$ cat src/rtl/core/bhbs_pkg.sv
// shared types and constants for the byte histogram bar scaler
package bhbs_pkg;

    typedef enum logic [1:0] {
        CMD_COUNT = 2'd0,
        CMD_READ  = 2'd1,
        CMD_CLEAR = 2'd2,
        CMD_NONE  = 2'd3
    } cmd_t;

    localparam logic [0:0] CFG_HEADER_BYTES = 1'b0;
    localparam logic [0:0] CFG_PLOT_HEIGHT  = 1'b1;

    localparam int          CFG_WIDTH     = 16;
    localparam logic [11:0] BAR_MARGIN    = 12'd10;
    localparam logic [15:0] POS_MAX       = 16'hffff;
    localparam logic [15:0] HEADER_RESET  = 16'd54;
    localparam logic [11:0] HEIGHT_RESET  = 12'd256;
    localparam int          BIN_BITS      = 8;
    localparam int          BAR_BITS      = 12;
    localparam int          OUT_CNT_BITS  = 32;

    typedef enum logic [2:0] {
        ST_IDLE,
        ST_CLEAR,
        ST_RD_WAIT,
        ST_DIV,
        ST_OUT
    } back_state_t;

    // classified work handed from the front to the back
    typedef struct packed {
        cmd_t                cmd;
        logic                do_count;
        logic [BIN_BITS-1:0] bin;
    } job_t;

endpackage

$ cat src/rtl/core/bhbs_queue.sv
// small fifo between front and back
module bhbs_queue (
    input  logic           clk,
    input  logic           rst_n,
    input  logic           push,
    input  bhbs_pkg::job_t push_data,
    output logic           full,
    input  logic           pop,
    output logic           not_empty,
    output bhbs_pkg::job_t head
);

    bhbs_pkg::job_t slot_reg [4];
    logic [1:0] wp_reg;
    logic [1:0] rp_reg;
    logic [2:0] cnt_reg;

    assign full      = cnt_reg == 3'd4;
    assign not_empty = cnt_reg != 3'd0;
    assign head      = slot_reg[rp_reg];

    always_ff @(posedge clk)
    begin
        if (push)
        begin
            slot_reg[wp_reg] <= push_data;
        end
    end

    always_ff @(posedge clk or negedge rst_n)
    begin
        if (!rst_n)
        begin
            wp_reg  <= '0;
            rp_reg  <= '0;
            cnt_reg <= '0;
        end
        else
        begin
            if (push)
            begin
                wp_reg <= wp_reg + 2'd1;
            end
            if (pop)
            begin
                rp_reg <= rp_reg + 2'd1;
            end
            cnt_reg <= cnt_reg + {2'd0, push} - {2'd0, pop};
        end
    end

`ifndef SYNTHESIS
    a_no_overflow: assert property (@(posedge clk) disable iff (!rst_n) full |-> !push)
        else $error("queue overflow");
    a_no_underflow: assert property (@(posedge clk) disable iff (!rst_n) pop |-> not_empty)
        else $error("queue underflow");
    a_cnt_range: assert property (@(posedge clk) disable iff (!rst_n) cnt_reg <= 3'd4)
        else $error("queue count out of range");
`endif

endmodule

$ cat config.mk
export PLATFORM = sky130hd
export DESIGN_NAME = bhbs_queue
export DESIGN_NICKNAME = d
export VERILOG_FILES = /design/src/rtl/core/bhbs_pkg.sv /design/src/rtl/core/bhbs_queue.sv
export SDC_FILE = /design/constraint.sdc
export NUM_CORES = 1
export LEC_CHECK = 0
export CAP_MARGIN = 20
export CORE_ASPECT_RATIO = 0.6
export CORE_MARGIN = 2
export CORE_UTILIZATION = 44
export DETAILED_ROUTE_END_ITERATION = 6
export DONT_BUFFER_PORTS = 1
export GPL_ROUTABILITY_DRIVEN = 0
export GPL_TIMING_DRIVEN = 0
export SLEW_MARGIN = 25
export SYNTH_ARGS = -nofsm -noshare
export SYNTH_HDL_FRONTEND = slang
export SYNTH_SLANG_ARGS = --single-unit
$ cat constraint.sdc
create_clock -name clk -period 2.1 [get_ports clk]
set_input_delay 0 -clock clk [delete_from_list [all_inputs] [get_ports clk]]
set_output_delay 0 -clock clk [all_outputs]
set_load 0.005 [all_outputs]
==> impl_metrics.yaml, run 1 <==
detailed_routing:
  routed_wl_um: 3010
  drt_pass1_iterations: 4
  drc: 0
  detail-route-antenna-nets: 0
  viasPerCell: 5.01
  drt-initial-drc-count: 35
  route.vias.total: 862
  wl_per_cell_um: 17.5
setup_path:
  r2r_setup_slack_ps: 410
  critPathBufInv: 2
  slowest_delay_ps: 410
  worst-setup-path-type: "flip-flop to flip-flop"
  arrival_ps: 1870
  cp-start-kind: "flip-flop"
  cp_cell_sequence: "inv_1 -> ha_1 -> inv_1 -> ha_1 -> fa_1 -> xor2_1 -> xnor2_1"
  critical_path.top_delay_family: "adder cells"
  ff2ff_path_depth: 7
  cp.required_ps: 2280
  cp-end-kind: "flip-flop"
  setup.worst_path.start: "cnt_reg[0]$_DFF_PN0_"
  slowest_stage: "fa_1"
  r2r-start: "cnt_reg[0]$_DFF_PN0_"
  worstPathMaxFanout: 2
  r2r_end: "cnt_reg[2]$_DFF_PN0_"
sta:
  slew_headroom: 0.575
  setup_ws_ps: 406
  fin_skew_ps: 7.20
  setup_tns_ps: 0
  setup_viol: 0
  worstMarginPinSlew_ps: 637
  fmax_mhz: 590
  hold_viol: 0
  rsz0062_at_grt: "false"
  post-route-period-util: 0.807
  final-max-slew-violation-count: 0
  min_period_ps: 1690
clock_network:
  cts_buffers: 5
  clock_latency_ps: 290
  cts_tree: "built"
  cts_setup_buffers: 0
  clock-root-buffer: "clkbuf_8"
  htreeDepth: 2
  clk_path_buf_depth: 2
  cts_sinks: 51
  clk_pin_slew_ps: 80
cells_and_area:
  fill_cells: 339
  drive_gt1_frac: 0.143
  area_growth_syn_to_layout_pct: 14.8
  antenna_cells: 0
  nNetsFinal: 134
  largest_reg_flops: 44
global_routing:
  grtUsageTotal: 0.129
  grt_pass1_wl_um: 4710
  grt_antenna_before_repair: 0
  grt_overflow: 0
  grt_max_degree: 15
  grt_pass1_vias: 945
status:
  outcome: "completed"
floorplan:
  dieWidth_um: 90.7
  die_y_um: 56.0
  ios: 28
  rows: 18
  dieArea_mm2: 0.00508
  start_util: 0.471
  core_mm2: 0.00421
logic_synthesis:
  synthTopCellsByArea: "edfxtp_1, mux4_2, dfrtp_1"
  syn_area_mm2: 0.00198
  ys_warn_count: 0
  syn_area_per_cell_um2: 21.8
  synth_cell_types: 16
  synth.top_cells.by_count: "edfxtp_1, mux4_2, dfrtp_1, ha_1, inv_1"
  synth.most_common_cell: "edfxtp_1"
  yosysSeqAreaShare: 0.755
  synth_area_leader_cell: "edfxtp_1"
  synth.ff_latch_count: 51
  synth_top_flop_cell: "edfxtp_1"
  ys_async_sr_fraction: 0.137
  syn_nets: 113
  synth_top_area_frac: 0.666
  synth_edf_count: 44
  synth_cells: 91
pwr:
  finalPower_w: 0.00272
  ir_drop_v: 0.000535
  cellLeakagePower_nw: 0.802
  p_per_area_mw_per_mm2: 1200
worst_hold_path:
  hold_path.class: "primary input to async pin"
placement:
  io_buffers: 0
  hpwl_um: 1930
  place_ws_ps: 425
flow_run:
  maxCapViolations: 0
[worst reg2reg max path, cell delays in order, from the launching register on]
cell,delay (ps)
dfrtp_1,340
inv_1,50
ha_1,270
inv_1,40
ha_1,180
fa_1,420
xor2_1,160
xnor2_1,120
[metal layers]
| layer | track usage | vias up | share of wire |
|---|---|---|---|
| li1 | - | 395 | - |
| met3 | 0.0474 | 2 | 0.055 |
| met2 | 0.206 | 20 | 0.49 |
| met4 | 0.0462 | 0 | 0.0047 |
| met1 | 0.165 | 445 | 0.45 |
| met5 | 0 | - | 0 |
[stage by stage]
step | area [um^2] | hold slack (ps) | cells | utilization
6_report | 2280 | 34.1 | 172 | 0.540
5_1_grt | 2280 | 44.6 | 172 | 0.540
3_5_place_dp | 2060 | -295 | 151 | 0.489
3_3_place_gp | 2060 | -295 | 151 | 0.489
2_1_floorplan | 1980 | -296 | 91 | -
4_1_cts | 2280 | 32.3 | 172 | 0.540
[worst max path at each step]
stage                                end  slack [ps]  cells after the start
CTS                 cnt_reg[2]$_DFF_PN0_         410                      7
global placement    cnt_reg[2]$_DFF_PN0_         460                      7
detailed placement  cnt_reg[2]$_DFF_PN0_         430                      7
finish              cnt_reg[2]$_DFF_PN0_         410                      7
floorplan           cnt_reg[2]$_DFF_PN0_         490                      7
global route        cnt_reg[2]$_DFF_PN0_         330                      7
[report_power, final]
part / total (W) / internal (W) / switching, W
registers: 0.00145 / 0.00135 / 0.0000969
clock network: 0.000510 / 0.000222 / 0.000288
logic: 0.000764 / 0.000366 / 0.000398
[final cells by class]
class | instances | area [um^2] | share of cell area
repair buffers | 14 | 140 | 0.0616
clock inverters | 2 | 8.76 | 0.00385
multi-input cells | 32 | 448 | 0.197
flip-flops and latches | 51 | 1500 | 0.658
plain buffers | 2 | 16.3 | 0.00715
well taps | 60 | 75.1 | 0.0330
inverters | 6 | 22.5 | 0.00990
clock buffers | 5 | 68.8 | 0.0302
[kinds of logic after synthesis]
group	synth area share
buffers and inverters	0.0196
DFF	0.755
and+or+nand+nor	0.0227
muxes	0.131
xor gates and xnor gates	0.0221
AOI/OAI and AO/OA	0.00252
adders and majority gates	0.0479
[cell usage in the layout (no fill, tap or decap)]
cell           instances
and2_1                 4
and3_1                 1
buf_2                  1
buf_6                  1
clkbuf_8               5
clkinv_1               1
clkinv_2               1
dfrtp_1                7
dlygate4sd3_1         14
edfxtp_1              44
fa_1                   1
ha_1                   6
inv_1                  6
mux4_1                 3
mux4_2                 8
nand2_1                2
o21ai_0                1
or3_1                  1
xnor2_1                2
xor2_1                 3
[what timing repair did]
action | in CTS | in global routing
gates resized for setup | 0 | 0
hold buffers | 14 | 0
hold endpoints to repair | 56 | 0
(Power assumes the default switching activity.)
==> run 2: changes to the inputs <==
Clock period 2.1 ns to 1.7 ns, I/O delays scaled along.
==> run 2 against run 1 <==
Combinational power up 24%; maximum frequency up 5.3%; clock skew down 0.89 ps; setup slack worse by 320 ps; register-to-register slack worse by 320 ps; largest cell class unchanged; routed wire length about the same; flip-flop and latch count unchanged; critical path depth unchanged; design area up 0.11%; clock-buffer cell count unchanged; worst hold slack about the same; power up 24%.
==> impl_metrics.yaml, run 2 (synthesis results as in run 1) <==
cells_and_area:
  area_growth_syn_to_layout_pct: 14.9
  antenna_cells: 0
  drive_gt1_frac: 0.152
  fin_cells: 172
  fin_util: 0.541
  layout_common_cells: "edfxtp_1, dlygate4sd3_1, mux4_2"
  fill_cells: 338
  final_common_cell: "edfxtp_1"
  largest_reg_flops: 44
  nNetsFinal: 134
global_routing:
  grt_max_degree: 15
  grtUsageTotal: 0.129
  grt_overflow: 0
  grt_pass1_vias: 945
  grt_antenna_before_repair: 0
  grt_pass1_wl_um: 4710
setup_path:
  worst-setup-path-type: "flip-flop to flip-flop"
  setup.worst_path.start: "cnt_reg[0]$_DFF_PN0_"
  worstPathMaxFanout: 2
  r2r-start: "cnt_reg[0]$_DFF_PN0_"
  cp-start-kind: "flip-flop"
  cp.required_ps: 1880
  cp-end-kind: "flip-flop"
  arrival_ps: 1790
floorplan:
  die_y_um: 56.0
  dieWidth_um: 90.7
  core_mm2: 0.00421
  start_util: 0.471
  ios: 28
  dieArea_mm2: 0.00508
  rows: 18
sta:
  final-max-slew-violation-count: 0
  post-route-period-util: 0.946
  setup_viol: 0
  hold_viol: 0
  slew_headroom: 0.570
  fmax_mhz: 622
  setup_tns_ps: 0
  min_period_ps: 1610
  worstMarginPinSlew_ps: 645
  fin_skew_ps: 6.31
  setup_ws_ps: 91.2
  rsz0062_at_grt: "false"
pwr:
  ir_drop_v: 0.000660
  cellLeakagePower_nw: 0.802
  p_per_area_mw_per_mm2: 1480
placement:
  place_ws_ps: 25.2
  dp_cells: 151
  hpwl_um: 1930
  io_buffers: 0
clock_network:
  cts_tree: "built"
  clk_pin_slew_ps: 80
  cts_sinks: 51
  htreeDepth: 2
  clk_path_buf_depth: 2
  clock_latency_ps: 290
  cts_buffers: 5
  clock-root-buffer: "clkbuf_8"
detailed_routing:
  drt-initial-drc-count: 31
  wl_met3_um: 160
  routed_wl_um: 3000
  dr_wl_met2_um: 1430
  drt_pass1_iterations: 3
  wl_met1_um: 1400
  detail-route-antenna-nets: 0
  drc: 0
  wl_per_cell_um: 17.5
  routed.top_layer: "met4"
  route.vias.total: 856
  viasPerCell: 4.98
status:
  outcome: "completed"
worst_hold_path:
  hold_path.class: "primary input to async pin"
flow_run:
  maxCapViolations: 0
## run 2: final cells by class
| class | instances | area [um^2] | share of cell area |
|---|---|---|---|
| flip-flops and latches | 51 | 1500 | 0.657 |
| multi-input cells | 32 | 450 | 0.198 |
| repair buffers | 14 | 140 | 0.0615 |
| well taps | 60 | 75.1 | 0.0329 |
| clock buffers | 5 | 68.8 | 0.0302 |
| inverters | 6 | 22.5 | 0.00988 |
| plain buffers | 2 | 16.3 | 0.00714 |
| clock inverters | 2 | 8.76 | 0.00384 |
## run 2: critical path, cell delays in order, from the launching register on
cell and delay, ps:
dfrtp_1 340, inv_1 50, ha_1 270, inv_1 40
ha_1 180, fa_2 340, xor2_1 150, xnor2_1 120
## run 2: routing by layer
layer,vias to the layer above,global-route usage
li1,396,-
met1,441,0.165
met2,17,0.206
met3,2,0.0474
met4,0,0.0462
met5,-,0
## run 2: worst paths after layout
kind                                         end  slack, ps  cells after the start
setup / recovery            cnt_reg[2]$_DFF_PN0_         90                      7
hold / removal              cnt_reg[2]$_DFF_PN0_         30                      1
setup reg to reg            cnt_reg[2]$_DFF_PN0_         90                      7
hold reg to reg             cnt_reg[2]$_DFF_PN0_        520                      1
max in group asynchronous  wp_reg[1]$_DFFE_PN0P_       1420                      1
min in group clk            cnt_reg[0]$_DFF_PN0_        100                      3
## run 2: where the power goes
group	total (W)	internal, W	switching [W]
clock network	0.000632	0.000275	0.000357
registers	0.00179	0.00167	0.000120
logic	0.000946	0.000453	0.000493
total	0.00337	0.00240	0.000969
## run 2: per-stage QoR
stage	hold slack, ps	cell area (um^2)	power, W
after detailed placement	-295	2060	0.00275
after global routing	44.6	2280	0.00358
after CTS	32.3	2280	0.00341
after global placement	-295	2060	0.00271
final	34.0	2280	0.00337
after floorplan	-296	1980	0.00252
## run 2: repair_timing
| action | 4_1_cts | 5_1_grt |
|---|---|---|
| setup endpoints to repair | 0 | 1 |
| buffers inserted | 0 | 0 |
| gates resized for setup | 0 | 1 |
| endpoints found under the hold margin | 56 | 0 |
| hold buffers | 14 | 0 |
