$ cat config.mk
export PLATFORM = sky130hd
export DESIGN_NAME = bhbs_front
export DESIGN_NICKNAME = d
export VERILOG_FILES = /design/src/rtl/core/bhbs_pkg.sv /design/src/rtl/core/bhbs_front.sv
export SDC_FILE = /design/constraint.sdc
export NUM_CORES = 1
export LEC_CHECK = 0
export BUFFER_PORTS_ARGS = -buffer_cell sky130_fd_sc_hd__buf_4
export CAP_MARGIN = 20
export CORE_MARGIN = 1
export CORE_UTILIZATION = 45
export DETAILED_ROUTE_END_ITERATION = 10
export MAX_ROUTING_LAYER = met4
export PLACE_DENSITY = 0.82
export SLEW_MARGIN = 25
export SYNTH_ARGS = -nofsm -noshare
export SYNTH_HDL_FRONTEND = slang
export SYNTH_SLANG_ARGS = --single-unit
$ cat constraint.sdc
create_clock -name clk -period 2.2 [get_ports clk]
set_input_delay 0.22 -clock clk [delete_from_list [all_inputs] [get_ports clk]]
set_output_delay 0.22 -clock clk [all_outputs]
set_load 0.1 [all_outputs]
$ cat src/rtl/core/bhbs_pkg.sv
// shared types and constants for the byte histogram bar scaler
package bhbs_pkg;

    typedef enum logic [1:0] {
        CMD_COUNT = 2'd0,
        CMD_READ  = 2'd1,
        CMD_CLEAR = 2'd2,
        CMD_NONE  = 2'd3
    } cmd_t;

    localparam logic [0:0] CFG_HEADER_BYTES = 1'b0;
    localparam logic [0:0] CFG_PLOT_HEIGHT  = 1'b1;

    localparam int          CFG_WIDTH     = 16;
    localparam logic [11:0] BAR_MARGIN    = 12'd10;
    localparam logic [15:0] POS_MAX       = 16'hffff;
    localparam logic [15:0] HEADER_RESET  = 16'd54;
    localparam logic [11:0] HEIGHT_RESET  = 12'd256;
    localparam int          BIN_BITS      = 8;
    localparam int          BAR_BITS      = 12;
    localparam int          OUT_CNT_BITS  = 32;

    typedef enum logic [2:0] {
        ST_IDLE,
        ST_CLEAR,
        ST_RD_WAIT,
        ST_DIV,
        ST_OUT
    } back_state_t;

    // classified work handed from the front to the back
    typedef struct packed {
        cmd_t                cmd;
        logic                do_count;
        logic [BIN_BITS-1:0] bin;
    } job_t;

endpackage

$ cat src/rtl/core/bhbs_front.sv
// front end: accepts transactions, tracks byte position, classifies work
module bhbs_front (
    input  logic                clk,
    input  logic                rst_n,
    input  logic                in_valid,
    output logic                in_stall,
    input  logic [1:0]          command,
    input  logic [7:0]          data_byte,
    input  logic [7:0]          bin_index,
    input  logic [15:0]         header_bytes,
    input  logic                q_full,
    output logic                q_push,
    output bhbs_pkg::job_t      q_data
);

    logic [15:0] pos_reg;
    logic [15:0] pos_next;
    logic        accept;

    assign in_stall = q_full;
    assign accept   = in_valid && !q_full;

    always_comb
    begin
        q_data.cmd      = bhbs_pkg::cmd_t'(command);
        q_data.do_count = pos_reg >= header_bytes;
        q_data.bin      = (command == bhbs_pkg::CMD_READ) ? bin_index : data_byte;
        q_push          = accept && (command != bhbs_pkg::CMD_NONE);
        pos_next        = pos_reg;
        if (accept && command == bhbs_pkg::CMD_COUNT && pos_reg != bhbs_pkg::POS_MAX)
        begin
            pos_next = pos_reg + 16'd1;
        end
        else if (accept && command == bhbs_pkg::CMD_CLEAR)
        begin
            pos_next = '0;
        end
    end

    always_ff @(posedge clk or negedge rst_n)
    begin
        if (!rst_n)
        begin
            pos_reg <= '0;
        end
        else
        begin
            pos_reg <= pos_next;
        end
    end

endmodule

==> results of run 1 <==
[logic make-up after synthesis]
family | share of synthesized area
buf+inv | 0.08605
fa+ha+maj | 0.1420
simple gates | 0.2464
compound gates | 0.1855
xor+xnor | 0.005849
mux | 0.06684
flops | 0.2673
[worst paths after layout]
check	from	to	slack (ns)	depth (start not counted)
min in group clk	command[0]	pos_reg[2]	0.33	4
hold / removal	rst_n	pos_reg[3]	0.31	2
setup reg to reg	pos_reg[0]	pos_reg[5]	0.12	7
hold reg to reg	pos_reg[1]	pos_reg[1]	0.58	1
setup / recovery	pos_reg[0]	pos_reg[5]	0.12	7
max in group asynchronous	rst_n	pos_reg[13]	1.69	2
[cells in the final DEF, fill, tap and decap left out, types with 2 or more instances in the layout]
cell type,netlist,final
nand2_1,15,15
inv_1,17,17
mux2_2,8,8
nand2b_1,4,4
o21ai_0,7,7
a21oi_1,13,13
nand3_1,9,9
nor2_1,5,5
nand3b_1,2,2
nor3_1,5,5
or3_1,3,3
nand4_1,7,7
dfrtp_1,16,15
a21o_1,6,6
a21oi_2,3,3
o21ai_1,6,6
and3_1,5,5
clkbuf_4,0,3
buf_4,4,54
ha_1,17,17
[metrics by stage]
stage                     power [W]  setup slack, ns
after global placement    0.0006051           0.2295
after CTS                 0.0007661          0.06074
after global routing      0.0008165          0.01027
after floorplan           0.0005149          0.07998
after detailed placement  0.0006091           0.1309
final                     0.0007708           0.1151
[repair_timing]
action                                 in CTS  in global routing
resized for setup                           0                  4
hold buffers                                1                  0
setup endpoints to repair                   0                 12
endpoints found under the hold margin      16                  0
buffers inserted                            0                  2
[power breakdown]
group	internal [W]	switching [W]	leakage, nW
logic	0.000113	0.000183	0.778
clock network	0.0000637	0.0000951	0.0138
registers	0.000303	0.0000123	0.220
total	0.000480	0.000291	1.01
[per-layer routing]
layer,global-route usage,vias up
li1,-,748
met3,0.02597,4
met1,0.2680,654
met2,0.4016,77
met4,0.07641,0
met5,-,-
[area by class of cell]
class	count	area share
Tap cell	44	0.02795
Clock buffer	3	0.01144
Inverter	17	0.03240
Multi-Input combinational cell	136	0.4975
Sequential cell	16	0.2039
Timing Repair Buffer	57	0.2268
==> impl_metrics.ini, run 1 <==
[outcome]
status = complete, but fails checks
violations = design-rule violations

[global_routing]
grt_pass1_wl_um = 5906
grt_start_max_net_pins = 17
gr-total-overflow = 0
grt_usage = 0.2279
antenna_found_initial = 0
grt_pass1_vias = 1428

[yosys]
synth_top_cell_by_area = dfrtp_1
synth_area_leaders = dfrtp_1 (27%), ha_1 (14%), mux2_2 (6.0%)
synth_edf_count = 0
syn_nets = 233
synth-main-ff-cell = dfrtp_1
synth_top_cell_area_share = 0.2673
synth_common_cells = ha_1 (17), inv_1 (17), dfrtp_1 (16)
netlist_instances = 178
synth_area_um2 = 1498
synth.distinct_cells = 42
seq_area_frac_synth = 0.2673
avgSynthCellArea_um2 = 8.414
synth_seq_cells = 16
async_reset_ff_frac = 1.000
synth_warnings = 0

[floorplanning]
start_util = 0.4827
ioPinCount = 51
die_h_um = 59.69
die-area_um2 = 3563
core.rowCount = 20
die_w_um = 59.69
core_um2 = 3103

[clocking]
clock_sinks = 16
cts_max_level = 1
clkSlewWorstSetupHoldPaths_ns = 0.10
clockBufferDepth = 2
cts_tree = built
cts_buffers = 3
clock_latency_ns = 0.29
cts_root_buffer = clkbuf_4

[sta]
min_period_ns = 2.085
hold_viol_final = 0
grt_setup_unrepaired = false
whs_ns = 0.3103
fin_crit_sh = 0.9477
tns_ns = 0
clock_skew_ns = 0.006369
final-max-slew-violation-count = 0
fmax_mhz = 479.6
finalSetupViolCount = 0
worst_slew_pin_slew_ns = 0.6401
maxSlewHeadroom = 0.5717

[worst_setup_path]
crit_required_ns = 2.43
end_kind = register
cp_num_buf_inv = 1
arrival_ns = 2.31
worstSetupPathType = register to register
crit_family = simple AND/OR/NAND/NOR gates
slowest_delay_ns = 0.62
crit_top_cell = a21o_1
cp-start-kind = register
cp_max_fo = 14
crit_slowest_cell = or4_4
cp_cell_sequence = ha_1, nand4_1, or4_4, o21ai_4, buf_12, a21o_1, a21o_1

[detailed_routing]
drtAntennaViolNets = 0
vias = 1483
top_layer = met4
drc = 1
detail_route.wl_per_cell_um = 12.64
wl_met1_um = 1517
drt-vias-per-instance = 5.432
drt-pass1-iter-count = 8
totalWireLength_um = 3451
dr_wl_met3_um = 249
wl_met2_um = 1639
drt_iter0_drc = 74

[cells_and_area]
seq_area_um2 = 401.6
area_growth_pct = 31.50
nFillCells = 283
fin_util = 0.6347
layout-drive-gt1-share = 0.3406
fin_area_um2 = 1969
fin_cells = 273
diodes = 0
num-nets-final = 286
largest_register_ffs = 16
multi_input_comb_area_um2 = 979.7

[power]
leakagePower_nw = 1.011
ir_worst_vdd_mv = 0.2924
powerDensity_nw_per_um2 = 391.4

[placed_design]
post-place-cells = 267
place.gp.congestion = 0.9103
placed_area_um2 = 1893
post-dp-hpwl_um = 2681
io_buffers = 50

[min_path]
hp-class = input port to async pin

[flow_run]
cap_violations = 0
No activity file was read; power rests on OpenSTA's default activity.
==> inputs of run 2 (changes only) <==
==> constraint.sdc (replaced) <==
create_clock -name clk -period 2.2 [get_ports clk]
set_input_delay 0.22 -clock clk [delete_from_list [all_inputs] [get_ports clk]]
set_output_delay 0.22 -clock clk [all_outputs]
set_load 0.005 [all_outputs]
==> run 2 against run 1 <==
Compared with the run above:
- the run now ends clean
- die area unchanged
- global-route usage up 0.45 points
- hold slack better by 0.013 ns
- cell area down 0.44%
- combinational power down 39%
- first-iteration DRC count down 22%
- clock-buffer cell count unchanged
- critical endpoint is now pos_reg[13]
- largest cell class unchanged
- highest routed layer unchanged
==> impl_metrics.ini, run 2 (same netlist as run 1, synthesis figures left out) <==
[global_routing]
grt_pass1_wl_um = 6037
grt_pass1_vias = 1451
grt_start_max_net_pins = 17
grt_usage = 0.2324
antenna_found_initial = 0
gr-total-overflow = 0

[detailed_routing]
drtAntennaViolNets = 0
vias = 1498
drc = 0
drt-vias-per-instance = 5.467
totalWireLength_um = 3351
drt-pass1-iter-count = 4
detail_route.wl_per_cell_um = 12.23
drt_iter0_drc = 58

[power]
leakagePower_nw = 1.007
ir_worst_vdd_mv = 0.2347
powerDensity_nw_per_um2 = 331.3

[clocking]
cts_root_buffer = clkbuf_4
cts_max_level = 1
ctsResizeCount = 0
clockBufferDepth = 2
clock_sinks = 16
cts_buffers = 3
clkSlewWorstSetupHoldPaths_ns = 0.09
cts_tree = built
clock_latency_ns = 0.28

[sta]
finalSetupViolCount = 0
maxSlewHeadroom = 0.6074
whs_ns = 0.3233
final-max-slew-violation-count = 0
fin_crit_sh = 0.9300
worst_slew_pin_slew_ns = 0.5867
tns_ns = 0
grt_setup_unrepaired = false
fmax_mhz = 488.7
hold_viol_final = 0
clock_skew_ns = 0.0007346
min_period_ns = 2.046

[cells_and_area]
num-nets-final = 287
layout-drive-gt1-share = 0.3348
area_growth_pct = 30.91
diodes = 0
multi_input_comb_area_um2 = 968.4
final_common_cell = buf_4
mostFrequentLayoutCells = buf_4 (56), inv_1 (17), ha_1 (17)
largest_register_ffs = 16
nFillCells = 299
seq_area_um2 = 400.4

[placed_design]
post-dp-hpwl_um = 2706
io_buffers = 50
place.gp.congestion = 0.8995

[floorplanning]
core.rowCount = 20
start_util = 0.4827
die_h_um = 59.69
ioPinCount = 51
die-area_um2 = 3563
core_um2 = 3103
die_w_um = 59.69

[worst_setup_path]
crit_required_ns = 2.38
slowest_delay_ns = 0.59
worstSetupPathType = register to register
end_kind = register
arrival_ns = 2.22
cp_max_fo = 11
cp_cell_sequence = ha_1, nand4_1, or4_4, nand2b_2, nor3_1, a211o_1
cp-start-kind = register
crit_slowest_cell = or4_4

[flow_run]
cap_violations = 0

[outcome]
status = finished clean

[min_path]
hp-class = input port to async pin
run 2: worst max-delay path: cells and delay by family (launching register included):
kind | cells | cell delay [ns]
AO/OA/AOI/OAI | 1 | 0.22
adder cells (fa/ha/maj) | 1 | 0.27
flip-flops | 1 | 0.41
AND/OR/NAND/NOR | 4 | 1.03
run 2: power breakdown:
part | switching, W | internal (W)
Sequential | 0.0000123 | 0.000303
Clock | 0.0000883 | 0.0000636
Combinational | 0.0000728 | 0.000109
run 2: worst paths after layout:
kind	start	end	slack, ns	depth (start not counted)
max in group asynchronous	rst_n	pos_reg[13]	1.70	2
min	rst_n	pos_reg[0]	0.32	2
min reg2reg	pos_reg[0]	pos_reg[0]	0.56	1
max reg2reg	pos_reg[0]	pos_reg[13]	0.15	6
min in group clk	command[0]	pos_reg[12]	0.33	4
max	pos_reg[0]	pos_reg[13]	0.15	6
run 2: routing by layer:
metal	part of all wire	wire length [µm]	vias up	track usage
met5	0	0	-	-
met1	0.44	1487	675	0.2754
met2	0.48	1602	69	0.4000
met4	0.0084	28	0	0.08970
met3	0.069	232	4	0.02814
li1	-	-	750	-
run 2: stage by stage:
step | instance area [µm²] | power, W | std cells | setup WS [ns] | util
after CTS | 1933 | 0.0006520 | 272 | 0.1159 | 0.6230
after global placement | 1901 | 0.0004913 | 268 | 0.2309 | 0.6125
final | 1961 | 0.0006496 | 274 | 0.1539 | 0.6319
after global routing | 1961 | 0.0007003 | 274 | 0.02944 | 0.6319
after detailed placement | 1901 | 0.0004995 | 268 | 0.1438 | 0.6125
after floorplan | 1498 | 0.0004018 | 178 | 0.3441 | -
run 2: layout make-up:
cell class	instances	area share
Multi-Input combinational cell	136	0.4939
Sequential cell	16	0.2042
Timing Repair Buffer	58	0.2297
Inverter	17	0.03255
Tap cell	44	0.02808
Clock buffer	3	0.01149
run 2: repair_timing:
action                                  in CTS  in global routing
setup buffers                                0                  2
hold buffers                                 1                  0
endpoints found under the setup margin       0                  2
hold endpoints to repair                    16                  0
==> inputs of run 3 (changes only) <==
--- a/config.mk
+++ b/config.mk
@@ -7,6 +7,7 @@
 export LEC_CHECK = 0
 export BUFFER_PORTS_ARGS = -buffer_cell sky130_fd_sc_hd__buf_4
 export CAP_MARGIN = 20
+export CORE_ASPECT_RATIO = 1.2
 export CORE_MARGIN = 1
 export CORE_UTILIZATION = 45
 export DETAILED_ROUTE_END_ITERATION = 10
==> run 3 against run 2 <==
Compared with the run above:
- total power rose by 1.3%
- die area hardly changed
- sequential power about the same
- utilization is 0.92 points lower
- critical path depth did not move
- worst setup slack got worse by 0.080 ns
- non-clock buffer count shrank 2
- clock skew barely moved
- routed wire length rose by 4.6%
- cell area down 1.2%
- flip-flop and latch count unchanged
- clock-buffer cell count did not move
- critical path type unchanged
==> impl_metrics.ini, run 3 (same netlist as run 1, synthesis figures left out) <==
[outcome]
status = finished clean

[power]
pwr-share-seq = 0.480
comb_power_share = 0.272
switching_share = 0.2789
intPower_w = 0.0004744
power_switching_w = 0.0001834
powerDensity_nw_per_um2 = 339.6
leakagePower_nw = 0.9953
ir_worst_vdd_mv = 0.2298
clkPwrFrac = 0.248

[cells_and_area]
nFillCells = 276
layout-drive-gt1-share = 0.3333
fin_area_um2 = 1937
final_common_cell = buf_4
diodes = 0
seq_area_um2 = 401.6
mostFrequentLayoutCells = buf_4 (54), inv_1 (17), ha_1 (17)
fin_util = 0.6227
largest_register_ffs = 16
num-nets-final = 285
multi_input_comb_area_um2 = 968.4
area_growth_pct = 29.32

[detailed_routing]
detail_route.wl_per_cell_um = 13.28
drt_iter0_drc = 62
totalWireLength_um = 3506
vias = 1526
drt-pass1-iter-count = 4
drtAntennaViolNets = 0
drc = 0
drt-vias-per-instance = 5.780

[clocking]
cts_tree = built
cts_root_buffer = clkbuf_4
cts_max_level = 1
clock_sinks = 16
clock_latency_ns = 0.30
clockBufferDepth = 2
clkSlewWorstSetupHoldPaths_ns = 0.09
cts_buffers = 3

[sta]
finalSetupViolCount = 0
setup_slack_ns = 0.07423
final-max-slew-violation-count = 0
tns_ns = 0
worst_slew_pin_slew_ns = 0.9243
maxSlewHeadroom = 0.3815
clock_skew_ns = 0.0009688
fin_crit_sh = 0.9663
fmax_mhz = 470.4
min_period_ns = 2.126
hold_viol_final = 0

[worst_setup_path]
worstSetupPathType = register to register
slowest_delay_ns = 0.41
crit_slowest_cell = dfrtp_1
cp-start-kind = register
cp_cell_sequence = ha_1, nand4_1, nor4_1, nor2_1, and3_1, a221o_1
arrival_ns = 2.32
cp_max_fo = 13
crit_required_ns = 2.39
end_kind = register

[placed_design]
place.gp.congestion = 0.8701
io_buffers = 50
post-dp-hpwl_um = 2708
placed_area_um2 = 1883
pre_cts_ws_ns = 0.1496

[floorplanning]
die-area_um2 = 3564
core.rowCount = 22
die_h_um = 65.20
core_um2 = 3110
start_util = 0.4815
ioPinCount = 51
die_w_um = 54.67

[global_routing]
grt_pass1_wl_um = 5623
gr-total-overflow = 0
grt_pass1_vias = 1340
grt_start_max_net_pins = 17
grt_usage = 0.2240
antenna_found_initial = 0

[flow_run]
cap_violations = 0

[min_path]
hp-class = input port to register
==> run 3: cell count changes in the layout (fill, tap and decap cells not counted), sizes merged <==
cell / change
buf: -2
==> run 3: layout make-up <==
cell class / instances / area share
sequential: 16 / 0.2074
multi-input combinational: 136 / 0.5000
timing repair buffer: 56 / 0.2248
tap: 36 / 0.02326
clock buffer: 3 / 0.01163
inverter: 17 / 0.03295
==> run 3: worst paths after layout <==
path / from / slack, ns / depth (start not counted) / end
worst max-delay path: pos_reg[0] / 0.07 / 6 / pos_reg[7]
min in group asynchronous: rst_n / 0.31 / 2 / pos_reg[15]
max in group asynchronous: rst_n / 1.69 / 2 / pos_reg[13]
worst max register to register: pos_reg[0] / 0.07 / 6 / pos_reg[7]
worst min register to register: pos_reg[0] / 0.54 / 1 / pos_reg[0]
worst min-delay path: q_full / 0.28 / 4 / pos_reg[13]
==> run 3: metrics by stage <==
| stage | cells | hold WS [ns] | power (W) |
|---|---|---|---|
| final | 264 | 0.2804 | 0.0006578 |
| after global routing | 264 | 0.2948 | 0.0007032 |
| after CTS | 263 | 0.3177 | 0.0006593 |
| after detailed placement | 259 | 0.09373 | 0.0004967 |
| after global placement | 259 | 0.09256 | 0.0004911 |
| after floorplan | 178 | -0.07559 | 0.0004018 |
==> run 3: per-layer routing <==
layer,vias up,global-route usage,share of wire
li1,745,-,-
met1,683,0.2725,0.42
met2,91,0.3599,0.49
met3,7,0.01620,0.074
met4,0,0.1154,0.019
met5,-,-,0
==> run 3: power by group through the flow <==
stage	clock [W]	sequential [W]	combinational, W
5_1_grt	0.000182	0.000318	0.000203
2_1_floorplan	0	0.000318	0.0000836
3_3_place_gp	0	0.000320	0.000171
6_report	0.000163	0.000316	0.000179
4_1_cts	0.000166	0.000315	0.000178
3_5_place_dp	0	0.000321	0.000176
==> run 3: critical path: cells and delay by family, from the launching register on <==
| family | cells | cell delay (ns) |
|---|---|---|
| and+or+nand+nor | 4 | 1.10 |
| DFF | 1 | 0.41 |
| AOI/OAI and AO/OA | 1 | 0.25 |
| adders and majority gates | 1 | 0.26 |
==> run 3: what timing repair did <==
action | CTS | global route
hold buffers | 1 | 0
endpoints found under the setup margin | 0 | 6
gates resized for setup | 0 | 1
endpoints found under the hold margin | 16 | 0
buffers inserted | 0 | 1
